`config.mk`:
```
export PLATFORM = sky130hd
export DESIGN_NAME = i2c_master_bit_engine_top_flat
export DESIGN_NICKNAME = d
export VERILOG_FILES = /design/src/design/i2cbe_pkg.sv /design/src/design/i2cbe_if.sv /design/src/design/i2cbe_front.sv /design/src/design/i2cbe_queue.sv /design/src/design/i2cbe_back.sv /design/src/design/i2c_master_bit_engine_top.sv /design/src/flat_wrapper.sv
export SDC_FILE = /design/constraint.sdc
export NUM_CORES = 1
export LEC_CHECK = 0
export BUFFER_PORTS_ARGS = -buffer_cell sky130_fd_sc_hd__buf_2
export CAP_MARGIN = 20
export CORE_AREA = 2 2 90 92
export CTS_BUF_LIST = sky130_fd_sc_hd__clkbuf_16
export CTS_CLUSTER_DIAMETER = 30
export CTS_CLUSTER_SIZE = 30
export DETAILED_ROUTE_END_ITERATION = 10
export DIE_AREA = 0 0 92 94
export GPL_TIMING_DRIVEN = 0
export PLACE_DENSITY = 0.68
export SYNTH_ARGS = -nofsm -noshare
export SYNTH_HDL_FRONTEND = slang
export SYNTH_SLANG_ARGS = --single-unit
```
`constraint.sdc`:
```
create_clock -name clk -period 4.1 [get_ports clk]
set_clock_uncertainty 0.2 [all_clocks]
set_input_delay 0.205 -clock clk [delete_from_list [all_inputs] [get_ports clk]]
set_output_delay 0.205 -clock clk [all_outputs]
set_load 0.005 [all_outputs]
```
`src/design/i2cbe_pkg.sv`:
```
// Shared types, constants and helpers for the I2C master bit engine.
package i2cbe_pkg;

  localparam int BITS_PER_BYTE = 8;
  localparam int CMD_W         = 3;
  localparam int IDX_W         = 5;
  localparam int BYTE_W        = BITS_PER_BYTE;
  localparam int SH_W          = $clog2(BITS_PER_BYTE);

  typedef enum logic [CMD_W-1:0] {
    CMD_IDLE   = 3'd0,
    CMD_START  = 3'd1,
    CMD_STOP   = 3'd2,
    CMD_WRITE  = 3'd3,
    CMD_RDACK  = 3'd4,
    CMD_READ   = 3'd5,
    CMD_SNDACK = 3'd6
  } cmd_t;

  // One period after decode: command (idle when none) plus its side data.
  typedef struct packed {
    cmd_t              cmd;
    logic              is_cmd;
    logic [BYTE_W-1:0] tx_byte;
    logic              ack_to_send;
    logic              sda_in;
  } fe_item_t;

  function automatic logic [IDX_W-1:0] cmd_len(input cmd_t c);
    logic [IDX_W-1:0] len;
    case (c)
      CMD_START:  len = IDX_W'(3);
      CMD_STOP:   len = IDX_W'(3);
      CMD_WRITE:  len = IDX_W'(2 * BITS_PER_BYTE + 1);
      CMD_RDACK:  len = IDX_W'(2);
      CMD_READ:   len = IDX_W'(2 * BITS_PER_BYTE + 1);
      CMD_SNDACK: len = IDX_W'(4);
      default:    len = IDX_W'(1);
    endcase
    return len;
  endfunction

endpackage

```
`src/design/i2cbe_if.sv`:
```
// Valid/ready channel interfaces for the I2C master bit engine.
interface i2cbe_in_if;
  logic       valid;
  logic       ready;
  logic [2:0] action;
  logic [7:0] tx_byte;
  logic       ack_to_send;
  logic       sda_in;

  modport source (output valid, action, tx_byte, ack_to_send, sda_in, input ready);
  modport sink   (input valid, action, tx_byte, ack_to_send, sda_in, output ready);
endinterface

interface i2cbe_out_if;
  logic       valid;
  logic       ready;
  logic       scl_level;
  logic       sda_level;
  logic       sda_drive;
  logic       busy_res;
  logic       done_res;
  logic [7:0] rx_byte;
  logic       ack_seen;
  logic       rejected;

  modport source (output valid, scl_level, sda_level, sda_drive, busy_res, done_res,
                  rx_byte, ack_seen, rejected, input ready);
  modport sink   (input valid, scl_level, sda_level, sda_drive, busy_res, done_res,
                  rx_byte, ack_seen, rejected, output ready);
endinterface

```
`src/design/i2cbe_front.sv`:
```
// Front end: accept a period request and decode its action into a command.
module i2cbe_front (
  i2cbe_in_if.sink              in_ch,
  output logic                  push,
  output i2cbe_pkg::fe_item_t   push_item,
  input  logic                  full
);

  i2cbe_pkg::cmd_t cmd;

  always_comb begin
    unique case (in_ch.action) inside
      i2cbe_pkg::CMD_START, i2cbe_pkg::CMD_STOP, i2cbe_pkg::CMD_WRITE,
      i2cbe_pkg::CMD_RDACK, i2cbe_pkg::CMD_READ, i2cbe_pkg::CMD_SNDACK: begin
        cmd = i2cbe_pkg::cmd_t'(in_ch.action);
      end
      // none and the unused code both mean no command
      default: begin
        cmd = i2cbe_pkg::CMD_IDLE;
      end
    endcase
  end

  assign in_ch.ready = !full;
  assign push        = in_ch.valid && !full;

  always_comb begin
    push_item.cmd         = cmd;
    push_item.is_cmd      = (cmd != i2cbe_pkg::CMD_IDLE);
    push_item.tx_byte     = in_ch.tx_byte;
    push_item.ack_to_send = in_ch.ack_to_send;
    push_item.sda_in      = in_ch.sda_in;
  end

endmodule

```
`src/design/i2cbe_queue.sv`:
```
// Two-entry request queue between the decoder and the bus sequencer.
module i2cbe_queue (
  input  logic                clk,
  input  logic                rst,
  input  logic                push,
  input  i2cbe_pkg::fe_item_t push_item,
  output logic                full,
  input  logic                pop,
  output logic                not_empty,
  output i2cbe_pkg::fe_item_t pop_item
);

  i2cbe_pkg::fe_item_t entry [2];
  logic       wr_ptr;
  logic       rd_ptr;
  logic [1:0] count;

  assign full      = (count == 2'd2);
  assign not_empty = (count != 2'd0);
  assign pop_item  = entry[rd_ptr];

  always_ff @(posedge clk) begin
    if (rst) begin
      wr_ptr <= 1'b0;
      rd_ptr <= 1'b0;
      count  <= 2'd0;
    end else begin
      if (push) begin
        wr_ptr <= !wr_ptr;
      end
      if (pop) begin
        rd_ptr <= !rd_ptr;
      end
      case ({push, pop})
        2'b10:   count <= count + 2'd1;
        2'b01:   count <= count - 2'd1;
        default: count <= count;
      endcase
    end
    if (push) begin
      entry[wr_ptr] <= push_item;
    end
  end

endmodule

```
`src/design/i2cbe_back.sv`:
```
// Back end: run the bus period sequencer and register one result per period.
module i2cbe_back (
  input  logic                clk,
  input  logic                rst,
  input  logic                not_empty,
  input  i2cbe_pkg::fe_item_t item,
  output logic                pop,
  i2cbe_out_if.source         out_ch
);

  // sequencer state
  i2cbe_pkg::cmd_t                  cmd;
  logic [i2cbe_pkg::IDX_W-1:0]      idx;
  logic [i2cbe_pkg::BYTE_W-1:0]     tx_sh;
  logic [i2cbe_pkg::BYTE_W-1:0]     rx_sh;
  logic                             ack_latch;
  logic                             scl;
  logic                             sda;
  logic                             drv;

  i2cbe_pkg::cmd_t                  cmd_next;
  logic [i2cbe_pkg::IDX_W-1:0]      idx_next;
  logic [i2cbe_pkg::BYTE_W-1:0]     tx_next;
  logic [i2cbe_pkg::BYTE_W-1:0]     rx_next;
  logic                             ack_next;
  logic                             scl_next;
  logic                             sda_next;
  logic                             drv_next;

  logic                             start;
  i2cbe_pkg::cmd_t                  c;
  logic [i2cbe_pkg::IDX_W-1:0]      p;
  logic [i2cbe_pkg::IDX_W-1:0]      pm1;
  logic [i2cbe_pkg::SH_W-1:0]       sh;
  logic                             busy;
  logic                             done;
  logic                             rej;
  logic [i2cbe_pkg::BYTE_W-1:0]     rx_out;
  logic                             ack_out;

  assign pop = not_empty && (!out_ch.valid || out_ch.ready);

  always_comb begin
    start   = (cmd == i2cbe_pkg::CMD_IDLE) && item.is_cmd;
    rej     = (cmd != i2cbe_pkg::CMD_IDLE) && item.is_cmd;
    c       = start ? item.cmd : cmd;
    p       = start ? '0 : idx;
    pm1     = p - i2cbe_pkg::IDX_W'(1);
    sh      = i2cbe_pkg::SH_W'(i2cbe_pkg::BITS_PER_BYTE - 1) - pm1[i2cbe_pkg::SH_W:1];

    tx_next = tx_sh;
    if (start && item.cmd == i2cbe_pkg::CMD_WRITE) begin
      tx_next = item.tx_byte;
    end else if (start && item.cmd == i2cbe_pkg::CMD_SNDACK) begin
      tx_next = i2cbe_pkg::BYTE_W'(item.ack_to_send);
    end
    rx_next = (start && item.cmd == i2cbe_pkg::CMD_READ) ? '0 : rx_sh;

    cmd_next = cmd;
    idx_next = idx;
    ack_next = ack_latch;
    scl_next = scl;
    sda_next = sda;
    drv_next = drv;
    busy     = 1'b0;
    done     = 1'b0;
    rx_out   = '0;
    ack_out  = 1'b0;

    if (c != i2cbe_pkg::CMD_IDLE) begin
      busy = 1'b1;
      case (c)
        i2cbe_pkg::CMD_START: begin
          drv_next = 1'b1;
          scl_next = (p < i2cbe_pkg::IDX_W'(2));
          sda_next = (p == '0);
        end
        i2cbe_pkg::CMD_STOP: begin
          drv_next = 1'b1;
          scl_next = (p != '0);
          sda_next = (p == i2cbe_pkg::IDX_W'(2));
        end
        i2cbe_pkg::CMD_WRITE: begin
          drv_next = 1'b1;
          if (p == '0) begin
            scl_next = 1'b0;
            sda_next = 1'b0;
          end else begin
            sda_next = tx_next[sh];
            scl_next = !p[0];
          end
        end
        i2cbe_pkg::CMD_RDACK: begin
          drv_next = 1'b0;
          if (p == '0) begin
            scl_next = 1'b1;
            ack_next = item.sda_in;
          end else begin
            scl_next = 1'b0;
          end
        end
        i2cbe_pkg::CMD_READ: begin
          drv_next = 1'b0;
          scl_next = p[0];
          if (p[0]) begin
            rx_next = {rx_next[i2cbe_pkg::BYTE_W-2:0], item.sda_in};
          end
        end
        default: begin
          drv_next = 1'b1;
          scl_next = (p == i2cbe_pkg::IDX_W'(2));
          sda_next = (p == '0) ? 1'b0 : tx_next[0];
        end
      endcase

      if ({1'b0, p} + 6'd1 >= {1'b0, i2cbe_pkg::cmd_len(c)}) begin
        done     = 1'b1;
        if (c == i2cbe_pkg::CMD_READ) begin
          rx_out = rx_next;
        end
        if (c == i2cbe_pkg::CMD_RDACK) begin
          ack_out = ack_next;
        end
        cmd_next = i2cbe_pkg::CMD_IDLE;
        idx_next = '0;
      end else begin
        cmd_next = c;
        idx_next = p + i2cbe_pkg::IDX_W'(1);
      end
    end
  end

  always_ff @(posedge clk) begin
    if (rst) begin
      cmd          <= i2cbe_pkg::CMD_IDLE;
      idx          <= '0;
      tx_sh        <= '0;
      rx_sh        <= '0;
      ack_latch    <= 1'b1;
      scl          <= 1'b1;
      sda          <= 1'b1;
      drv          <= 1'b0;
      out_ch.valid <= 1'b0;
    end else begin
      if (pop) begin
        cmd       <= cmd_next;
        idx       <= idx_next;
        tx_sh     <= tx_next;
        rx_sh     <= rx_next;
        ack_latch <= ack_next;
        scl       <= scl_next;
        sda       <= sda_next;
        drv       <= drv_next;
      end
      if (pop) begin
        out_ch.valid <= 1'b1;
      end else if (out_ch.ready) begin
        out_ch.valid <= 1'b0;
      end
    end
    if (pop) begin
      out_ch.scl_level <= scl_next;
      out_ch.sda_level <= drv_next && sda_next;
      out_ch.sda_drive <= drv_next;
      out_ch.busy_res  <= busy;
      out_ch.done_res  <= done;
      out_ch.rx_byte   <= rx_out;
      out_ch.ack_seen  <= ack_out;
      out_ch.rejected  <= rej;
    end
  end

endmodule

```
`src/design/i2c_master_bit_engine_top.sv`:
```
// Top level of the I2C master bit engine: decoder, request queue, sequencer.
// An accepted period request is written into the queue, then popped into the
//   sequencer, whose output register holds its result until it is taken.
// Throughput: one period per pop, so one per cycle while results are taken.
// Reset (rst, synchronous, active high): queue empty, no result pending,
//   sequencer idle with SCL and SDA levels high and SDA released.
module i2c_master_bit_engine_top (
  input  logic          clk,
  input  logic          rst,
  i2cbe_in_if.sink      in_ch,
  i2cbe_out_if.source   out_ch
);

  // Decoded period requests travel from the front end through a short queue,
  // so the sequencer can stall on the output side while the input keeps going.
  logic                push;
  logic                full;
  logic                pop;
  logic                not_empty;
  i2cbe_pkg::fe_item_t push_item;
  i2cbe_pkg::fe_item_t pop_item;

  // Accept a request and map its action code to a command (unused code = none).
  i2cbe_front u_front (
    .in_ch     (in_ch),
    .push      (push),
    .push_item (push_item),
    .full      (full)
  );

  // Hold up to two decoded requests.
  i2cbe_queue u_queue (
    .clk       (clk),
    .rst       (rst),
    .push      (push),
    .push_item (push_item),
    .full      (full),
    .pop       (pop),
    .not_empty (not_empty),
    .pop_item  (pop_item)
  );

  // Advance the bus sequence one period per request; a command that arrives
  // mid-sequence is dropped and flagged, the running sequence keeps going.
  i2cbe_back u_back (
    .clk       (clk),
    .rst       (rst),
    .not_empty (not_empty),
    .item      (pop_item),
    .pop       (pop),
    .out_ch    (out_ch)
  );

  // A finished period always belongs to a running command.
  a_done_busy: assert property (@(posedge clk) disable iff (rst)
    out_ch.valid && out_ch.done_res |-> out_ch.busy_res)
    else $error("done without busy");

  // A rejected command means one was already running.
  a_rej_busy: assert property (@(posedge clk) disable iff (rst)
    out_ch.valid && out_ch.rejected |-> out_ch.busy_res)
    else $error("rejected while idle");

  // Released SDA is reported low.
  a_sda_rel: assert property (@(posedge clk) disable iff (rst)
    out_ch.valid && !out_ch.sda_drive |-> !out_ch.sda_level)
    else $error("sda level set while released");

  // No result right after reset.
  a_rst_out: assert property (@(posedge clk) rst |=> !out_ch.valid)
    else $error("result valid after reset");

endmodule
```
`src/flat_wrapper.sv`:
```
// flat-port wrapper written by rule: the top's interface ports become plain ports
module i2c_master_bit_engine_top_flat 
  (clk, rst, in_ch_valid, in_ch_action, in_ch_tx_byte, in_ch_ack_to_send, in_ch_sda_in, in_ch_ready, out_ch_valid, out_ch_scl_level, out_ch_sda_level, out_ch_sda_drive, out_ch_busy_res, out_ch_done_res, out_ch_rx_byte, out_ch_ack_seen, out_ch_rejected, out_ch_ready);
  i2cbe_in_if in_ch_i ();
  i2cbe_out_if out_ch_i ();
  input  logic clk;
  input  logic rst;
  input wire logic [$bits(in_ch_i.valid)-1:0] in_ch_valid;
  input wire logic [$bits(in_ch_i.action)-1:0] in_ch_action;
  input wire logic [$bits(in_ch_i.tx_byte)-1:0] in_ch_tx_byte;
  input wire logic [$bits(in_ch_i.ack_to_send)-1:0] in_ch_ack_to_send;
  input wire logic [$bits(in_ch_i.sda_in)-1:0] in_ch_sda_in;
  output wire logic [$bits(in_ch_i.ready)-1:0] in_ch_ready;
  output wire logic [$bits(out_ch_i.valid)-1:0] out_ch_valid;
  output wire logic [$bits(out_ch_i.scl_level)-1:0] out_ch_scl_level;
  output wire logic [$bits(out_ch_i.sda_level)-1:0] out_ch_sda_level;
  output wire logic [$bits(out_ch_i.sda_drive)-1:0] out_ch_sda_drive;
  output wire logic [$bits(out_ch_i.busy_res)-1:0] out_ch_busy_res;
  output wire logic [$bits(out_ch_i.done_res)-1:0] out_ch_done_res;
  output wire logic [$bits(out_ch_i.rx_byte)-1:0] out_ch_rx_byte;
  output wire logic [$bits(out_ch_i.ack_seen)-1:0] out_ch_ack_seen;
  output wire logic [$bits(out_ch_i.rejected)-1:0] out_ch_rejected;
  input wire logic [$bits(out_ch_i.ready)-1:0] out_ch_ready;
  assign in_ch_i.valid = in_ch_valid;
  assign in_ch_i.action = in_ch_action;
  assign in_ch_i.tx_byte = in_ch_tx_byte;
  assign in_ch_i.ack_to_send = in_ch_ack_to_send;
  assign in_ch_i.sda_in = in_ch_sda_in;
  assign in_ch_ready = in_ch_i.ready;
  assign out_ch_valid = out_ch_i.valid;
  assign out_ch_scl_level = out_ch_i.scl_level;
  assign out_ch_sda_level = out_ch_i.sda_level;
  assign out_ch_sda_drive = out_ch_i.sda_drive;
  assign out_ch_busy_res = out_ch_i.busy_res;
  assign out_ch_done_res = out_ch_i.done_res;
  assign out_ch_rx_byte = out_ch_i.rx_byte;
  assign out_ch_ack_seen = out_ch_i.ack_seen;
  assign out_ch_rejected = out_ch_i.rejected;
  assign out_ch_i.ready = out_ch_ready;
  i2c_master_bit_engine_top u_core (.clk(clk), .rst(rst), .in_ch(in_ch_i), .out_ch(out_ch_i));
endmodule
```
# After elaboration in Yosys (flattened, before gate mapping)
# Memories as Yosys holds them, arrays and structs flattened. A register that Yosys moved wholly into a read port is not among the register bits.
# Index checks and enable logic that the tools add are counted.
[op_classes]
div = 0
add_sub_neg = 6
order_cmp = 3
reduce_logical = 30
eq_ne = 19
n_bitwise = 0
n_mul = 0
shifts = 0
muxes = 36
[op_table]
columns = ["operator", "n"]
rows = [
  ["8-bit 2-to-1 mux", 6],
  ["3-bit == test, second input constant", 8],
  ["5-bit one-hot mux with 4 select lines", 1],
  ["1-bit 2-to-1 mux", 19],
  ["3-bit by 2-bit == test with 1-bit output, second input constant", 5],
  ["5-bit 2-to-1 mux", 3],
  ["3-bit 2-to-1 mux", 3],
  ["3-bit nonzero test", 3],
  ["1-bit logical AND", 8],
  ["5-bit by 1-bit adder with 6-bit output, second input constant", 1],
  ["3-bit by 1-bit == test with 1-bit output, second input constant", 2],
  ["6-bit by 5-bit greater-or-equal comparator with 1-bit output", 1],
  ["3-bit AND reduction", 2],
  ["2-bit nonzero test", 3],
  ["2-bit OR reduction", 3],
  ["6-bit OR reduction", 1],
  ["5-bit by 1-bit adder with 5-bit output, second input constant", 1],
  ["5-bit by 2-bit == test with 1-bit output, second input constant", 1],
  ["1-bit zero test", 5],
  ["5-bit zero test", 1],
  ["5-bit by 2-bit < comparator with 1-bit output, second input constant", 1],
  ["1-bit one-hot mux with 5 select lines", 1],
  ["5-bit nonzero test", 1],
  ["2-bit == test, second input constant", 2],
  ["12 further kinds", 12],
]
[word_totals]
inputBits = 17
elab_cells = 115
rom_bits = 0
latchBits = 0
output_inout_bits = 17
ramBits = 28
ff_bits = 48
n_memories = 1
[memory_table]
columns = ["name", "depth", "width", "rd", "rd_clocked_by_memory_dff", "write_ports", "line", "rtl"]
rows = [
  ["u_core.u_queue.entry", 2, 14, 1, 1, 1, "i2cbe_queue.sv:13", "i2cbe_pkg::fe_item_t entry [2];"],
]

# Depth between registers and ports, before layout
[logic_depth]
depth_word = 11
mapped_depth = 14
depth_no_buf = 13

# Modules after synthesis
# From an unflattened synthesis, not the netlist that was laid out.
[unflattened]
cells_unflattened = 381
area_unflattened_um2 = 3920.0
[by_module_without_submodules]
columns = ["mod", "cells_per_inst", "seq_area_each_um2", "area_each_um2", "n_inst"]
rows = [
  ["i2cbe_back", 298, 1031.0, 2586.2, 1],
  ["i2cbe_queue", 65, 940.9, 1211.2, 1],
  ["i2cbe_front", 18, 0.0, 122.6, 1],
]

# Worst setup path after synthesis
# OpenSTA, ideal clock, no wires.
[synth_path]
path_kind = "reg2reg"
from = "reg (tool-made name)"
to = "reg u_core.u_back.out_ch.rx_byte[1] in the netlist's numbering (data pin)"
required_time_ns = 3.641
path_stages_with_launch = 14
period_less_slack_ns = 3.429
slack_ns = 0.671
n_path_buf = 2
setup_ns = 0.259
arrival_time_ns = 2.970
path_cell_list = "dfxtp_1 -> buf_6 -> mux2_2 -> a31oi_1 -> clkbuf_1 -> a211oi_1 -> o31ai_1 -> ha_1 -> a21oi_1 -> o221ai_1 -> a221oi_2 -> nor3_1 -> nand2_1 -> nor2_1"
[synth_rtl]
columns = ["element", "line", "rtl"]
rows = [
  ["end signal, assigned", "i2cbe_back.sv:167", "out_ch.rx_byte <= rx_out;"],
  ["end, declared", "i2cbe_if.sv:27", "rx_byte, ack_seen, rejected, input ready);"],
]

==> impl_metrics.toml <==
[outcome]
status = "finished, final reports clean"

[yosys]
synth_edf_count = 43
avgSynthCellArea_um2 = 10.2
synth_area_leaders = "edfxtp_1 (34%), dfxtp_1 (18%), nor2_1 (5.1%)"
synthArstFlopShare_pct = 0
synth_fp_nets = 403
synth-seq-cells = 77
synth.yosys.seq_area_share_pct = 51.5
synth.cell_area_um2 = 3830
synthFlopType = "edfxtp_1"
syn_inst = 377
yosys_warnings = 0
yosys.area.top_type_share_pct = 33.7
yosys.cell_types.count = 66
synth_area_leader_cell = "edfxtp_1"

[floorplanning]
initial_core_util_pct = 50.4
num_rows = 32
die-area_um2 = 8650
coreArea_um2 = 7610
die_y_um = 94
io_pins = 34
die_x_um = 92

[finish]
syn2layout_area_growth_pct = 20.8
stdcell_area_um2 = 4630
instances_no_fill = 544
diodes = 0
nNetsFinal = 463
layout-drive-gt1-share_pct = 17.2
fill_cells = 658

[critical_path]
cp-end-kind = "register"
crit_type = "reg2reg"
cp_data_required_time_ns = 3.98
cp-start-kind = "register"
cp.arrival_ns = 3.78
critPathMaxFanout = 10
r2r_cells = 13
regToRegEndpoint = "u_core.u_back.out_ch.rx_byte[5]$_SDFFCE_PN0P_"
r2r_slack_ns = 0.20

[placement]
hpwlAfterDp_mm = 6.00
routabilityCongestion = 0.910
dp_cells = 513
place_area_um2 = 4140
place_ws_ns = -0.124
port_buffers = 32

[clocking]
tritoncts = "done"
clock-sinks = 77
root_buffer = "clkbuf_16"
cts_buffers = 9
clk_pin_slew_ns = 0.06
clock_path_buffers = 2
clk_latency_ns = 0.34
htreeDepth = 3

[sta]
hold_violations = 0
fin_crit_ns = 3.90
fmaxAchievable_mhz = 256
setup_viol = 0
period_share_pct = 95.1
setup_slack_ns = 0.201
relSlewSlack_pct = 53.2
worst_pin_slew_ns = 0.684
drv_slew = 0

[power_and_ir_drop]
p_leak_nw = 1.70
power-per-cell-area_nw_per_um2 = 742
finalPower_w = 0.00343
ir_worst_vdd_mv = 0.362

[global_route]
grt_overflow = 0
grt_start_max_net_pins = 15
grt_pass1_wl_mm = 14.1
grt_use_total_pct = 21.2
grt_pass1_vias = 2886
antenna_found_initial = 0

[route]
drt_iter0_drc = 202
vias = 3046
routed_wl_mm = 8.66
drcViolationCount = 0
dr.pass1.iters = 5
postRouteAntennaNets = 0
wire_per_inst_um = 15.9
vias_per_cell = 5.60

[hold_path]
holdPathEnd = "u_core.u_queue.entry[0][11]$_DFFE_PP_"
hp-class = "in2reg"
hold_start = "in_ch_action[0]"
min_path_cells = 2

[job]
cap_viol_max_count = 0
## sequential cells by signal (all words and copies together), names as in the netlist, 2 cells and up, named ones only
signal / count
u_core.u_back.cmd: 3
u_core.u_back.idx: 5
u_core.u_back.out_ch.rx_byte: 8
u_core.u_back.rx_sh: 8
u_core.u_back.tx_sh: 8
u_core.u_queue.count: 2
u_core.u_queue.entry: 28
## power by group
part | switching, W | internal (W)
Sequential | 0.0000732 | 0.00104
Clock | 0.000320 | 0.000537
Combinational | 0.000903 | 0.000564
Total | 0.00130 | 0.00214
## cells in the final DEF, fill, tap and decap left out, drive strengths merged, types with 3 or more instances in the layout
cell | netlist | final
nand2b | 5 | 5
dlygate4sd3 | 0 | 12
a22oi | 9 | 9
xnor2 | 5 | 5
and3 | 3 | 3
nor4 | 4 | 4
o21ai | 15 | 15
a211oi | 6 | 6
or3 | 4 | 4
mux2i | 17 | 17
nand2 | 35 | 35
o31ai | 3 | 3
buf | 6 | 43
xor2 | 5 | 5
ha | 9 | 9
mux2 | 5 | 5
inv | 10 | 12
clkbuf | 11 | 20
nand3 | 13 | 13
and2 | 3 | 3
edfxtp | 43 | 43
a21oi | 26 | 26
dfxtp | 34 | 34
nor2 | 53 | 53
nor3 | 16 | 16
clkinv | 0 | 3
## how the worst max path moves through the flow
stage / startpoint / to / slack, ns / cells after the start
after global placement: register / u_core.u_back.out_ch.rx_byte[4]$_SDFFCE_PN0P_ / -0.07 / 13
after CTS: register / u_core.u_back.out_ch.rx_byte[5]$_SDFFCE_PN0P_ / 0.02 / 13
after floorplan: register / u_core.u_back.out_ch.rx_byte[1]$_SDFFCE_PN0P_ / 0.67 / 13
after global routing: register / u_core.u_back.out_ch.rx_byte[4]$_SDFFCE_PN0P_ / -0.02 / 13
after detailed placement: register / u_core.u_back.out_ch.rx_byte[5]$_SDFFCE_PN0P_ / -0.12 / 13
final: register / u_core.u_back.out_ch.rx_byte[5]$_SDFFCE_PN0P_ / 0.20 / 13
## per-layer routing
metal | wire (µm) | share of wire [%] | GRT usage [%] | vias up
met5 | 0 | 0 | 0 | -
met4 | 133 | 1.5 | 7.96 | 0
met3 | 476 | 5.5 | 4.65 | 13
met2 | 4110 | 47 | 35.2 | 94
met1 | 3940 | 45 | 27.3 | 1424
li1 | - | - | - | 1515
## critical path, stage by stage (launching register included)
cell and delay [ns]:
dfxtp_1 0.41, buf_6 0.19, mux2_2 0.40, a31oi_1 0.33
clkbuf_2 0.30, a211oi_1 0.07, o31ai_1 0.27, ha_1 0.28
a21oi_1 0.14, o221ai_1 0.19, a221oi_4 0.43, nor3_1 0.13
nand2_1 0.21, nor2_1 0.09
## kinds of logic (layout without fill, tap and decap cells)
logic type,count (synthesis),count (layout),share of synthesized area (%)
XOR/XNOR,10,10,2.29
flip-flops,77,77,51.5
multiplexers,22,22,6.33
buffers and inverters,27,92,3.04
adder cells (fa/ha/maj),9,9,2.94
AO/OA/AOI/OAI,88,88,16.6
AND/OR/NAND/NOR,144,144,17.4
## timing repair
action / in CTS / in global routing
hold endpoints to repair: 23 / 0
resized for setup: 1 / 4
hold buffers: 12 / 0
pin swaps: 0 / 1
endpoints found under the setup margin: 7 / 8
buffers inserted: 0 / 3
## final cells by class
| type | count | area (µm²) | share of cell area (%) |
|---|---|---|---|
| clock buffer | 9 | 225 | 4.86 |
| tap | 102 | 128 | 2.76 |
| timing repair buffer | 49 | 325 | 7.03 |
| sequential | 77 | 1970 | 42.6 |
| multi-input combinational | 273 | 1760 | 38.1 |
| inverter | 10 | 37.5 | 0.811 |
| buffer | 17 | 80.1 | 1.73 |
| clock inverter | 7 | 97.6 | 2.11 |
## synthesized netlist by cell type (2+ instances only)
cell / n
o21ai_0: 12
o31ai_1: 3
a32o_1: 2
inv_1: 9
or3_1: 3
buf_2: 3
nand2b_1: 5
o21ai_1: 2
a21oi_1: 25
and2_1: 3
a211oi_1: 6
a2bb2oi_1: 2
nor4_1: 4
edfxtp_1: 43
ha_1: 9
and3_1: 3
xor2_1: 5
nor2b_1: 2
nand3_1: 13
nor3_1: 15
mux2i_1: 16
a32oi_1: 2
o21a_1: 2
xnor2_1: 5
nand2_1: 35
clkbuf_1: 11
o32ai_1: 2
dfxtp_1: 34
nor2_1: 52
a31oi_1: 2
mux2_2: 4
a22oi_1: 9
## metrics by stage
stage / TNS (ns) / hold slack [ns] / util, %
6_report: 0 / 0.0261 / 60.9
5_1_grt: -0.0625 / 0.0577 / 60.9
3_5_place_dp: -0.796 / 0.196 / 54.5
3_3_place_gp: -0.475 / 0.192 / 54.2
4_1_cts: 0 / 0.0211 / 60.4
2_1_floorplan: 0 / 0.104 / -
Power figures use the tool's default switching activity.
